<file path="config.mk">
export PLATFORM = sky130hd
export DESIGN_NAME = icdf_ctrl
export DESIGN_NICKNAME = d
export VERILOG_FILES = /design/src/design/icdf_pkg.sv /design/src/design/icdf_ctrl.sv
export SDC_FILE = /design/constraint.sdc
export NUM_CORES = 1
export LEC_CHECK = 0
export BUFFER_PORTS_ARGS = -buffer_cell sky130_fd_sc_hd__buf_4
export CELL_PAD_IN_SITES_DETAIL_PLACEMENT = 0
export CELL_PAD_IN_SITES_GLOBAL_PLACEMENT = 1
export CORE_MARGIN = 10
export CORE_UTILIZATION = 40
export DETAILED_ROUTE_END_ITERATION = 12
export HOLD_SLACK_MARGIN = 0.05
export PLACE_DENSITY_LB_ADDON = 0.1
export SYNTH_ARGS = -nofsm -noshare
export SYNTH_HDL_FRONTEND = slang
export SYNTH_SLANG_ARGS = --single-unit
</file>
<file path="constraint.sdc">
create_clock -name clk -period 3.6 [get_ports clk]
set_input_delay 0.54 -clock clk [delete_from_list [all_inputs] [get_ports clk]]
set_output_delay 0.54 -clock clk [all_outputs]
set_load 0.03 [all_outputs]
</file>
<file path="src/design/icdf_pkg.sv">
`timescale 1ns / 1ps
`default_nettype none
// ----------------------------------------------------------------------------
// icdf_pkg
// Shared types and constants for the inverse cdf table sampler.
// ----------------------------------------------------------------------------
package icdf_pkg;

  localparam int DEF_MAX_POINTS = 128;

  localparam int CFG_W   = 8;
  localparam logic [CFG_W-1:0] RESET_POINTS = 8'd86;

  localparam int IDX_IN_W = 7;
  localparam int E_W      = 16;
  localparam int W_W      = 16;
  localparam int U_W      = 32;
  localparam int T_W      = 23;
  localparam int FRAC_SH  = 16;
  localparam int P_W      = U_W + T_W - FRAC_SH;
  localparam int PROD_W   = U_W + T_W;
  localparam logic [T_W-1:0] TOTAL_MAX = '1;

  localparam int DIV_STEPS = E_W;
  localparam int CNT_W     = $clog2(DIV_STEPS);
  localparam logic [CNT_W-1:0] CNT_LAST = CNT_W'(DIV_STEPS - 1);

  // in_tdata field offsets
  localparam int IDX_LSB    = 0;
  localparam int ENERGY_LSB = IDX_LSB + IDX_IN_W;
  localparam int WEIGHT_LSB = ENERGY_LSB + E_W;
  localparam int FRAC_LSB   = WEIGHT_LSB + W_W;
  localparam int LIMIT_LSB  = FRAC_LSB + U_W;
  localparam int IN_FIELDS_W = LIMIT_LSB + E_W;
  localparam int IN_TDATA_W  = ((IN_FIELDS_W + 7) / 8) * 8;

  localparam int OUT_TDATA_W = E_W;
  localparam int STATUS_W    = 2;

  localparam logic OP_LOAD   = 1'b0;
  localparam logic OP_SAMPLE = 1'b1;

  localparam logic [STATUS_W-1:0] ST_ACCEPTED  = 2'd0;
  localparam logic [STATUS_W-1:0] ST_REJECTED  = 2'd1;
  localparam logic [STATUS_W-1:0] ST_LIMIT_LOW = 2'd2;
  localparam logic [STATUS_W-1:0] ST_LOAD_DONE = 2'd3;

  typedef struct packed {
    logic accept;
    logic prep;
    logic rd_mid;
    logic rd_lo;
    logic rd_hi;
    logic step;
    logic cap_lo;
    logic cap_hi;
    logic mul1;
    logic mul2;
    logic sum;
    logic div_step;
    logic finish;
    logic out_load;
  } icdf_cmd_t;

  typedef struct packed {
    logic is_load;
    logic limit_low;
    logic search_done;
    logic use_div;
    logic div_last;
    logic out_free;
  } icdf_sts_t;

endpackage
`default_nettype wire

</file>
<file path="src/design/icdf_ctrl.sv">
`timescale 1ns / 1ps
`default_nettype none
// ----------------------------------------------------------------------------
// icdf_ctrl
// Sequencer for load and sample transactions: search, interpolate, divide.
// ----------------------------------------------------------------------------
module icdf_ctrl (
  input  wire logic               clk,
  input  wire logic               rst_n,
  input  wire logic               in_tvalid,
  output logic                    in_tready,
  input  wire icdf_pkg::icdf_sts_t sts,
  output icdf_pkg::icdf_cmd_t     cmd
);

  typedef enum logic [12:0] {
    S_IDLE     = 13'b0000000000001,
    S_PREP     = 13'b0000000000010,
    S_SRCH_RD  = 13'b0000000000100,
    S_SRCH_CMP = 13'b0000000001000,
    S_RD_LO    = 13'b0000000010000,
    S_RD_HI    = 13'b0000000100000,
    S_CAP_HI   = 13'b0000001000000,
    S_MUL1     = 13'b0000010000000,
    S_MUL2     = 13'b0000100000000,
    S_SUM      = 13'b0001000000000,
    S_DIV      = 13'b0010000000000,
    S_FIN      = 13'b0100000000000,
    S_OUT      = 13'b1000000000000
  } state_t;

  state_t state_r, state_nxt;

  assign in_tready = (state_r == S_IDLE);

  always_ff @(posedge clk) begin
    if (!rst_n) begin
      state_r <= S_IDLE;
    end else begin
      state_r <= state_nxt;
    end
  end

  always_comb begin
    cmd       = '0;
    state_nxt = state_r;
    unique case (state_r)
      S_IDLE: begin
        if (in_tvalid) begin
          cmd.accept = 1'b1;
          state_nxt  = sts.is_load ? S_OUT : S_PREP;
        end
      end
      S_PREP: begin
        cmd.prep  = 1'b1;
        state_nxt = sts.limit_low ? S_OUT : S_SRCH_RD;
      end
      S_SRCH_RD: begin
        if (sts.search_done) begin
          cmd.rd_lo = 1'b1;
          state_nxt = S_RD_HI;
        end else begin
          cmd.rd_mid = 1'b1;
          state_nxt  = S_SRCH_CMP;
        end
      end
      S_SRCH_CMP: begin
        cmd.step  = 1'b1;
        state_nxt = S_SRCH_RD;
      end
      S_RD_LO: begin
        cmd.rd_lo = 1'b1;
        state_nxt = S_RD_HI;
      end
      S_RD_HI: begin
        cmd.cap_lo = 1'b1;
        cmd.rd_hi  = 1'b1;
        state_nxt  = S_CAP_HI;
      end
      S_CAP_HI: begin
        cmd.cap_hi = 1'b1;
        state_nxt  = S_MUL1;
      end
      S_MUL1: begin
        cmd.mul1  = 1'b1;
        state_nxt = S_MUL2;
      end
      S_MUL2: begin
        cmd.mul2  = 1'b1;
        state_nxt = S_SUM;
      end
      S_SUM: begin
        cmd.sum   = 1'b1;
        state_nxt = sts.use_div ? S_DIV : S_FIN;
      end
      S_DIV: begin
        cmd.div_step = 1'b1;
        if (sts.div_last) begin
          state_nxt = S_FIN;
        end
      end
      S_FIN: begin
        cmd.finish = 1'b1;
        state_nxt  = S_OUT;
      end
      S_OUT: begin
        if (sts.out_free) begin
          cmd.out_load = 1'b1;
          state_nxt    = S_IDLE;
        end
      end
      default: begin
        state_nxt = S_IDLE;
      end
    endcase
  end

endmodule
`default_nettype wire

</file>
==> impl_metrics.tcl, run 1 <==
set metrics [dict create \
    power.density_mw_per_mm2 337 \
    worst_setup_path_end_kind "output pin" \
    ys_seq_elements 12 \
    criticalPathCategory "flop to output pin" \
    cts_setup_buffers 0 \
    start_kind "flop" \
    holdWs_ns 0.433 \
    ys_seq_area_share_pct 26.9 \
    core.rowCount 17 \
    crit_path_max_fanout 10 \
    start_util_pct 41.1 \
    synth-main-ff-cell "dfxtp_1" \
    slew-limit-headroom_pct 60.1 \
    vias_per_cell 5.40 \
    ir_worst_vdd_uv 204 \
    drtIter0Drc 41 \
    cts-hold-fix-buffers 0 \
    die-area_mm2 0.00452 \
    drive_gt1_share_pct 29.9 \
    synth_top_area_cell "dfxtp_1" \
    synth_top_area_share_pct 26.9 \
    finalWirelength_um 2090 \
    synth-edff-count 0 \
    grt_max_degree 11 \
    setup_viol 0 \
    area_growth_pct 22.0 \
    cp_slowest_stage_delay_ns 0.49 \
    status "finished, final reports clean" \
    drv_slew 0 \
    async_flop_share_pct 0 \
    ant_nets 0 \
    die_h_um 67.2 \
    reg.largest.list "state_r x12" \
    routed-via-count 837 \
    routedWlPerCell_um 13.5 \
    die_x_um 67.2 \
    route.detailed.drc 0 \
    coreArea_mm2 0.00217 \
    portBuffers 23 \
    fin_tns_setup_ns 0 \
    n_antenna_cell 0 \
    overflow 0 \
    cts_buffers 3 \
    top_register "state_r" \
    gp_congestion 0.881 \
    cp.required_ns 3.06 \
    min_path_cells 2 \
    cts_resized 0 \
    syn-cell-area_um2 892 \
    timing.final.crit_share_pct 68.9 \
    synth_area_leaders "dfxtp_1 27%, nor4_4 7.2%, nor2_1 6.3%" \
    fin_skew_ns 0.00556 \
    place_inst 151 \
    antenna_found_initial 0 \
    hold_violations 0 \
    cts_tree "done" \
    period_needed_ns 2.48 \
    crit_chain "nor4_4 > nand2_4 > or3_4 > nor2_1 > buf_4" \
    path_clk_slew_ns 0.08 \
    syn-num-nets 115 \
    dr.pass1.iters 4 \
    clockBufferDepth 2 \
    max_freq_mhz 403 \
    h-tree-depth 1 \
    rsz0062_at_grt "false" \
    grt_pass1_vias 857 \
    synth_warnings 0 \
    root_buffer "clkbuf_4" \
    dp_hpwl_um 1690 \
    hp-class "input port to flop" \
    track_usage_pct 10.4 \
    syn_inst 106 \
    largest_reg_flops 12 \
    grt_pass1_wl_um 3850 \
    slowest_stage "nor4_4" \
    ys_types 43 \
    leakagePower_uw 0.000432 \
    reg2reg_depth 4 \
    cts.sinks 12 \
    avgSynthCellArea_um2 8.42 \
    finalNonFillerCells 155 \
    tightest_slew_ns 0.590 \
    layout.nets 137 \
    clk_latency_ns 0.27 \
    io_pins 24 \
    cp.arrival_ns 1.94 \
    drv_cap 0 \
]
-- layer usage --
layer | wire [um] | vias up | track usage [%]
met4 | 29 | 0 | 4.10
met2 | 1010 | 20 | 16.5
met1 | 945 | 382 | 13.2
met5 | 0 | - | 0
met3 | 104 | 4 | 2.81
li1 | - | 431 | -
-- metrics by stage --
| step | instance area, um2 | worst slack [ns] | power [uW] | util (%) |
|---|---|---|---|---|
| 4_1_cts | 1090 | 1.09 | 373 | 50.2 |
| 3_5_place_dp | 1050 | 1.41 | 261 | 48.5 |
| 3_3_place_gp | 1050 | 1.42 | 262 | 48.5 |
| 6_report | 1090 | 1.12 | 367 | 50.2 |
| 2_1_floorplan | 892 | 1.08 | 231 | - |
| 5_1_grt | 1090 | 0.916 | 394 | 50.2 |
-- placed cells by master (no fill, tap or decap), types with 3 or more instances in the layout --
cell	n
inv_1	5
nor3_1	9
clkbuf_4	3
nor2b_1	3
dfxtp_1	12
nand2_1	6
nor2_1	15
buf_4	23
nand2b_1	6
nor4_4	3
o211ai_1	3
-- cell usage after synthesis (2+ instances only) --
library cell	number
a31oi_1	2
buf_2	2
dfxtp_1	12
a21oi_1	2
nor2_1	15
nor2b_1	3
nor4_4	3
o211ai_1	3
nor3_1	9
buf_6	2
inv_1	5
nand2_1	6
buf_4	2
nand3_1	2
nor4b_1	2
nor4_1	2
nand3b_1	2
nand2b_1	6
and2_1	2
-- path summary, 6_finish.rpt --
check                   from         end  slack (ns)
setup / recovery  state_r[1]      cmd[6]        1.12
hold / removal        sts[5]  state_r[1]        0.43
setup reg to reg  state_r[1]  state_r[2]        1.79
hold reg to reg   state_r[7]  state_r[8]        0.59
-- layout make-up --
cell class | instances | area [um2]
Clock buffer | 4 | 36.3
Fill cell | 229 | 1080
Multi-Input combinational cell | 83 | 586
Sequential cell | 12 | 240
Inverter | 5 | 18.8
Tap cell | 28 | 35.0
Timing Repair Buffer | 23 | 173
-- power breakdown --
group / internal (uW) / switching [uW]
clock network: 61.4 / 47.8
registers: 137 / 11.2
logic: 48.0 / 61.5
-- logic make-up after synthesis --
logic type	Yosys count	share of synthesized area [%]
compound gates	18	17.7
xor+xnor	1	0.982
buf+inv	11	7.43
flops	12	26.9
simple gates	64	47.0
-- critical path: cells and delay by family (launching register included) --
family	cells	cell delay (ns)
flip-flops	1	0.41
buffers and inverters	1	0.17
AND/OR/NAND/NOR	4	1.09
Note: power is estimated with default switching activity, not from simulation.
==> inputs of run 2 (changes only) <==
Settings changed: CORE_UTILIZATION 40 to 33.
Clock period 3.6 ns to 2.15 ns, I/O delays scaled along.
==> run 2 against run 1 <==
Compared with the run above:
- clock power increased by 67%
- non-clock buffer count up 15
- clock skew down 0.0046 ns
- global-route usage decreased by 1.1 points
- power rose by 81%
- worst hold slack got worse by 0.23 ns
- first-iteration DRC count fell by 17%
==> impl_metrics.tcl, run 2 (synthesis gave the netlist of run 1 again) <==
set metrics [dict create \
    status "finished, final reports clean" \
    die_h_um 72.0 \
    reg.largest.list "state_r x12" \
    largest_reg_flops 12 \
    power_uw 666 \
    start_util_pct 35.4 \
    io_pins 24 \
    cp.required_ns 1.83 \
    timing.rr.start "state_r[0]" \
    power.density_mw_per_mm2 526 \
    criticalPathCategory "flop to output pin" \
    path_clk_slew_ns 0.08 \
    max_freq_mhz 480 \
    routed-via-count 901 \
    fin_util_pct 50.1 \
    period_needed_ns 2.08 \
    die-area_mm2 0.00518 \
    clk_latency_ns 0.28 \
    top_register "state_r" \
    n_antenna_cell 0 \
    gp_congestion 0.824 \
    dp_hpwl_um 1790 \
    fin_skew_ns 0.000983 \
    coreArea_mm2 0.00252 \
    cp.arrival_ns 1.76 \
    drv_slew 0 \
    overflow 0 \
    power_switching_uw 217 \
    cts.sinks 12 \
    grt_pass1_vias 835 \
    dr.pass1.iters 4 \
    hold_violations 0 \
    worst_setup_path_end_kind "output pin" \
    drtIter0Drc 34 \
    portBuffers 23 \
    leakagePower_uw 0.000516 \
    tightest_slew_ns 0.443 \
    h-tree-depth 1 \
    timing.final.crit_share_pct 96.9 \
    clkPwrFrac_pct 27.4 \
    hp-start "sts[5]" \
    layout.nets 152 \
    track_usage_pct 9.34 \
    placed_cell_area_mm2 0.00111 \
    route.detailed.drc 0 \
    area_growth_pct 41.8 \
    rsz0062_at_grt "true" \
    power_frac_comb_pct 35.7 \
    clockBufferDepth 2 \
    p_int_uw 449 \
    mostFrequentLayoutCells "36 x buf_4, 12 x nor2_1, 8 x nor3_1" \
    stdcell_area_mm2 0.00126 \
    hp-class "input port to flop" \
    grt_max_degree 10 \
    seq_power_share_pct 36.9 \
    ir_worst_vdd_uv 373 \
    grt_pass1_wl_um 4000 \
    start_kind "flop" \
    ant_nets 0 \
    setup_viol 0 \
    cts_tree "done" \
    root_buffer "clkbuf_4" \
    drv_cap 0 \
    final_common_cell "buf_4" \
    drive_gt1_share_pct 47.9 \
    antenna_found_initial 0 \
    cts_buffers 3 \
    slew-limit-headroom_pct 70.4 \
    cts-hold-fix-buffers 0 \
    routedWlPerCell_um 13.9 \
    startpoint "state_r[9]" \
    fin_ws_ns 0.0663 \
    pre_cts_ws_ns 0.206 \
    vias_per_cell 5.24 \
    crit_path_max_fanout 6 \
    finalWirelength_um 2390 \
    die_x_um 72.0 \
    netSwitchingFraction_pct 32.6 \
    core.rowCount 18 \
]
-- run 2: changes by cell type in the layout (fill, tap and decap cells not counted), moves of 2 or more --
cell / change
nor2_4: +2
dfxtp_2: +6
buf_4: +13
nor2_1: -3
buf_6: +2
dfxtp_1: -7
-- run 2: through the flow --
stage	setup TNS, ns	instances	hold slack (ns)
2_1_floorplan	0	106	0.394
3_3_place_gp	0	159	0.499
3_5_place_dp	0	159	0.498
4_1_cts	0	167	0.199
5_1_grt	-0.223	172	0.181
6_report	0	172	0.198
-- run 2: layout make-up --
| cell class | count | area (um2) |
|---|---|---|
| Clock buffer | 4 | 36.3 |
| Fill cell | 258 | 1260 |
| Inverter | 5 | 18.8 |
| Multi-Input combinational cell | 83 | 628 |
| Sequential cell | 12 | 251 |
| Tap cell | 30 | 37.5 |
| Timing Repair Buffer | 38 | 293 |
-- run 2: worst max-delay path, cell delays in order (launching register included) --
cell and delay [ns]:
dfxtp_2 0.34, nor4_4 0.26, buf_4 0.18, nand2_4 0.07, or3_4 0.38, nor2_4 0.13
buf_6 0.14
-- run 2: worst paths after layout --
kind	slack, ns	endpoint	cells after the start
min	0.20	state_r[1]	2
max reg2reg	0.44	state_r[11]	6
max	0.07	cmd[6]	6
min reg2reg	0.54	state_r[2]	1
-- run 2: power groups by stage --
stage,Combinational [uW],Sequential (uW),Clock (uW)
floorplan,140,247,0
global placement,196,251,0
detailed placement,196,251,0
CTS,210,247,191
global route,262,247,209
finish,238,245,182
-- run 2: what timing repair did --
item / in CTS / in global routing
pin swaps: 3 / 6
endpoints found under the setup margin: 7 / 9
setup buffers: 4 / 5
gates resized for setup: 1 / 18
-- run 2: metal layers --
layer  up-vias  GRT usage (%)  wire length (um)  part of all wire, %
met1       422           10.8              1070                   45
li1        457              -                 -                    -
met4         0           3.87                25                  1.0
met2        18           14.6              1180                   49
met5         -              0                 0                    0
met3         4           4.22               116                  4.8
==> inputs of run 3 (changes only) <==
Settings changed: PLACE_DENSITY set to 0.77, PLACE_DENSITY_LB_ADDON 0.1 to not set, SKIP_CTS_REPAIR_TIMING set to 1.
==> run 3 against run 2 <==
Compared with the run above:
- sequential share of layout area grew 0.45 points
- combinational power shrank 2%
- routed wire length shrank 3.5%
- largest cell class unchanged
==> impl_metrics.tcl, run 3 (synthesis gave the netlist of run 1 again) <==
set metrics [dict create \
    status "finished, final reports clean" \
    top_register "state_r" \
    finalWirelength_um 2310 \
    reg2reg_depth 5 \
    portBuffers 23 \
    period_needed_ns 2.12 \
    route.detailed.drc 0 \
    slew-limit-headroom_pct 69.3 \
    rsz0062_at_grt "true" \
    worst_setup_path_end_kind "output pin" \
    cts.sinks 12 \
    largest_reg_flops 12 \
    antenna_found_initial 0 \
    root_buffer "clkbuf_4" \
    cp.arrival_ns 1.79 \
    timing.final.crit_share_pct 98.4 \
    grt_pass1_wl_um 3730 \
    coreArea_mm2 0.00252 \
    die-area_mm2 0.00518 \
    min_path_cells 2 \
    n_antenna_cell 0 \
    die_x_um 72.0 \
    drv_cap 0 \
    fin_skew_ns 0.00502 \
    cts_tree "done" \
    h-tree-depth 1 \
    path_clk_slew_ns 0.07 \
    drtIter0Drc 37 \
    track_usage_pct 8.49 \
    io_pins 24 \
    routed-via-count 862 \
    ir_worst_vdd_uv 330 \
    ant_nets 0 \
    crit_path_max_fanout 4 \
    placed_cell_area_mm2 0.00111 \
    dr.pass1.iters 4 \
    leakagePower_uw 0.000501 \
    power_switching_uw 205 \
    routedWlPerCell_um 13.6 \
    hold_violations 0 \
    clkPwrFrac_pct 22.1 \
    layout.nets 151 \
    final_common_cell "buf_4" \
    netSwitchingFraction_pct 33.1 \
    dp_hpwl_um 1730 \
    power.density_mw_per_mm2 507 \
    criticalPathCategory "flop to output pin" \
    die_h_um 72.0 \
    area_growth_pct 36.6 \
    mostFrequentLayoutCells "35 x buf_4, 14 x nor2_1, 8 x nor3_1" \
    power_frac_comb_pct 37.9 \
    start_kind "flop" \
    drv_slew 0 \
    max_freq_mhz 473 \
    seq_power_share_pct 40.0 \
    cts_buffers 3 \
    grt_pass1_vias 834 \
    cp.required_ns 1.83 \
    start_util_pct 35.4 \
    clockBufferDepth 2 \
    clk_latency_ns 0.27 \
    tightest_slew_ns 0.460 \
    vias_per_cell 5.07 \
    reg.largest.list "state_r x12" \
    stdcell_area_mm2 0.00122 \
    drive_gt1_share_pct 45.0 \
    hp-class "input port to flop" \
    grt_max_degree 10 \
    core.rowCount 18 \
    p_int_uw 413 \
    final.fill_count 254 \
    power_uw 618 \
    overflow 0 \
    setup_viol 0 \
    gp_congestion 0.808 \
]
run 3: cell types whose count changed in the layout (fill, tap and decap cells not counted), sizes merged:
| cell | change |
|---|---|
| buf | -1 |
| clkbuf | -1 |
run 3: area by class of cell:
type                    instances  area [um2]  area share, %
repair buffers                 37         285           23.4
well taps                      30        37.5           3.08
flip-flops and latches         12         248           20.3
multi-input cells              83         607           49.8
inverters                       5        18.8           1.54
clock buffers                   3        22.5           1.85
run 3: path summary, 6_finish.rpt:
kind	startpoint	endpoint	slack (ns)
setup / recovery	state_r[1]	cmd[6]	0.03
hold / removal	sts[5]	state_r[1]	0.21
setup reg to reg	state_r[1]	state_r[2]	0.42
hold reg to reg	state_r[0]	state_r[2]	0.52
run 3: critical path: stages, from the launching register on:
cell and delay [ns]:
dfxtp_2 0.35, nor4_4 0.41, nand2_4 0.09, or3_4 0.36
nor2_1 0.13, buf_4 0.17
run 3: through the flow:
stage | utilization, % | cells | setup TNS [ns] | setup slack (ns) | hold slack (ns)
after floorplan | - | 106 | 0 | 0.0885 | 0.394
after global placement | 44.1 | 160 | 0 | 0.249 | 0.498
after detailed placement | 44.1 | 160 | 0 | 0.225 | 0.499
after CTS | 45.0 | 163 | -0.192 | -0.0908 | 0.197
after global routing | 48.3 | 170 | -0.218 | -0.0845 | 0.176
final | 48.3 | 170 | 0 | 0.0350 | 0.205
run 3: per-layer routing:
metal	track usage, %	vias up	wire length [um]
met5	0	-	0
met4	1.94	0	0
met3	3.95	0	141
met2	13.7	14	1120
met1	9.96	390	1050
li1	-	458	-
run 3: power by group through the flow:
stage | Sequential [uW] | Clock [uW] | Combinational, uW
6_report | 247 | 136 | 234
5_1_grt | 249 | 163 | 256
4_1_cts | 246 | 149 | 200
3_5_place_dp | 251 | 0 | 199
3_3_place_gp | 251 | 0 | 199
2_1_floorplan | 247 | 0 | 140
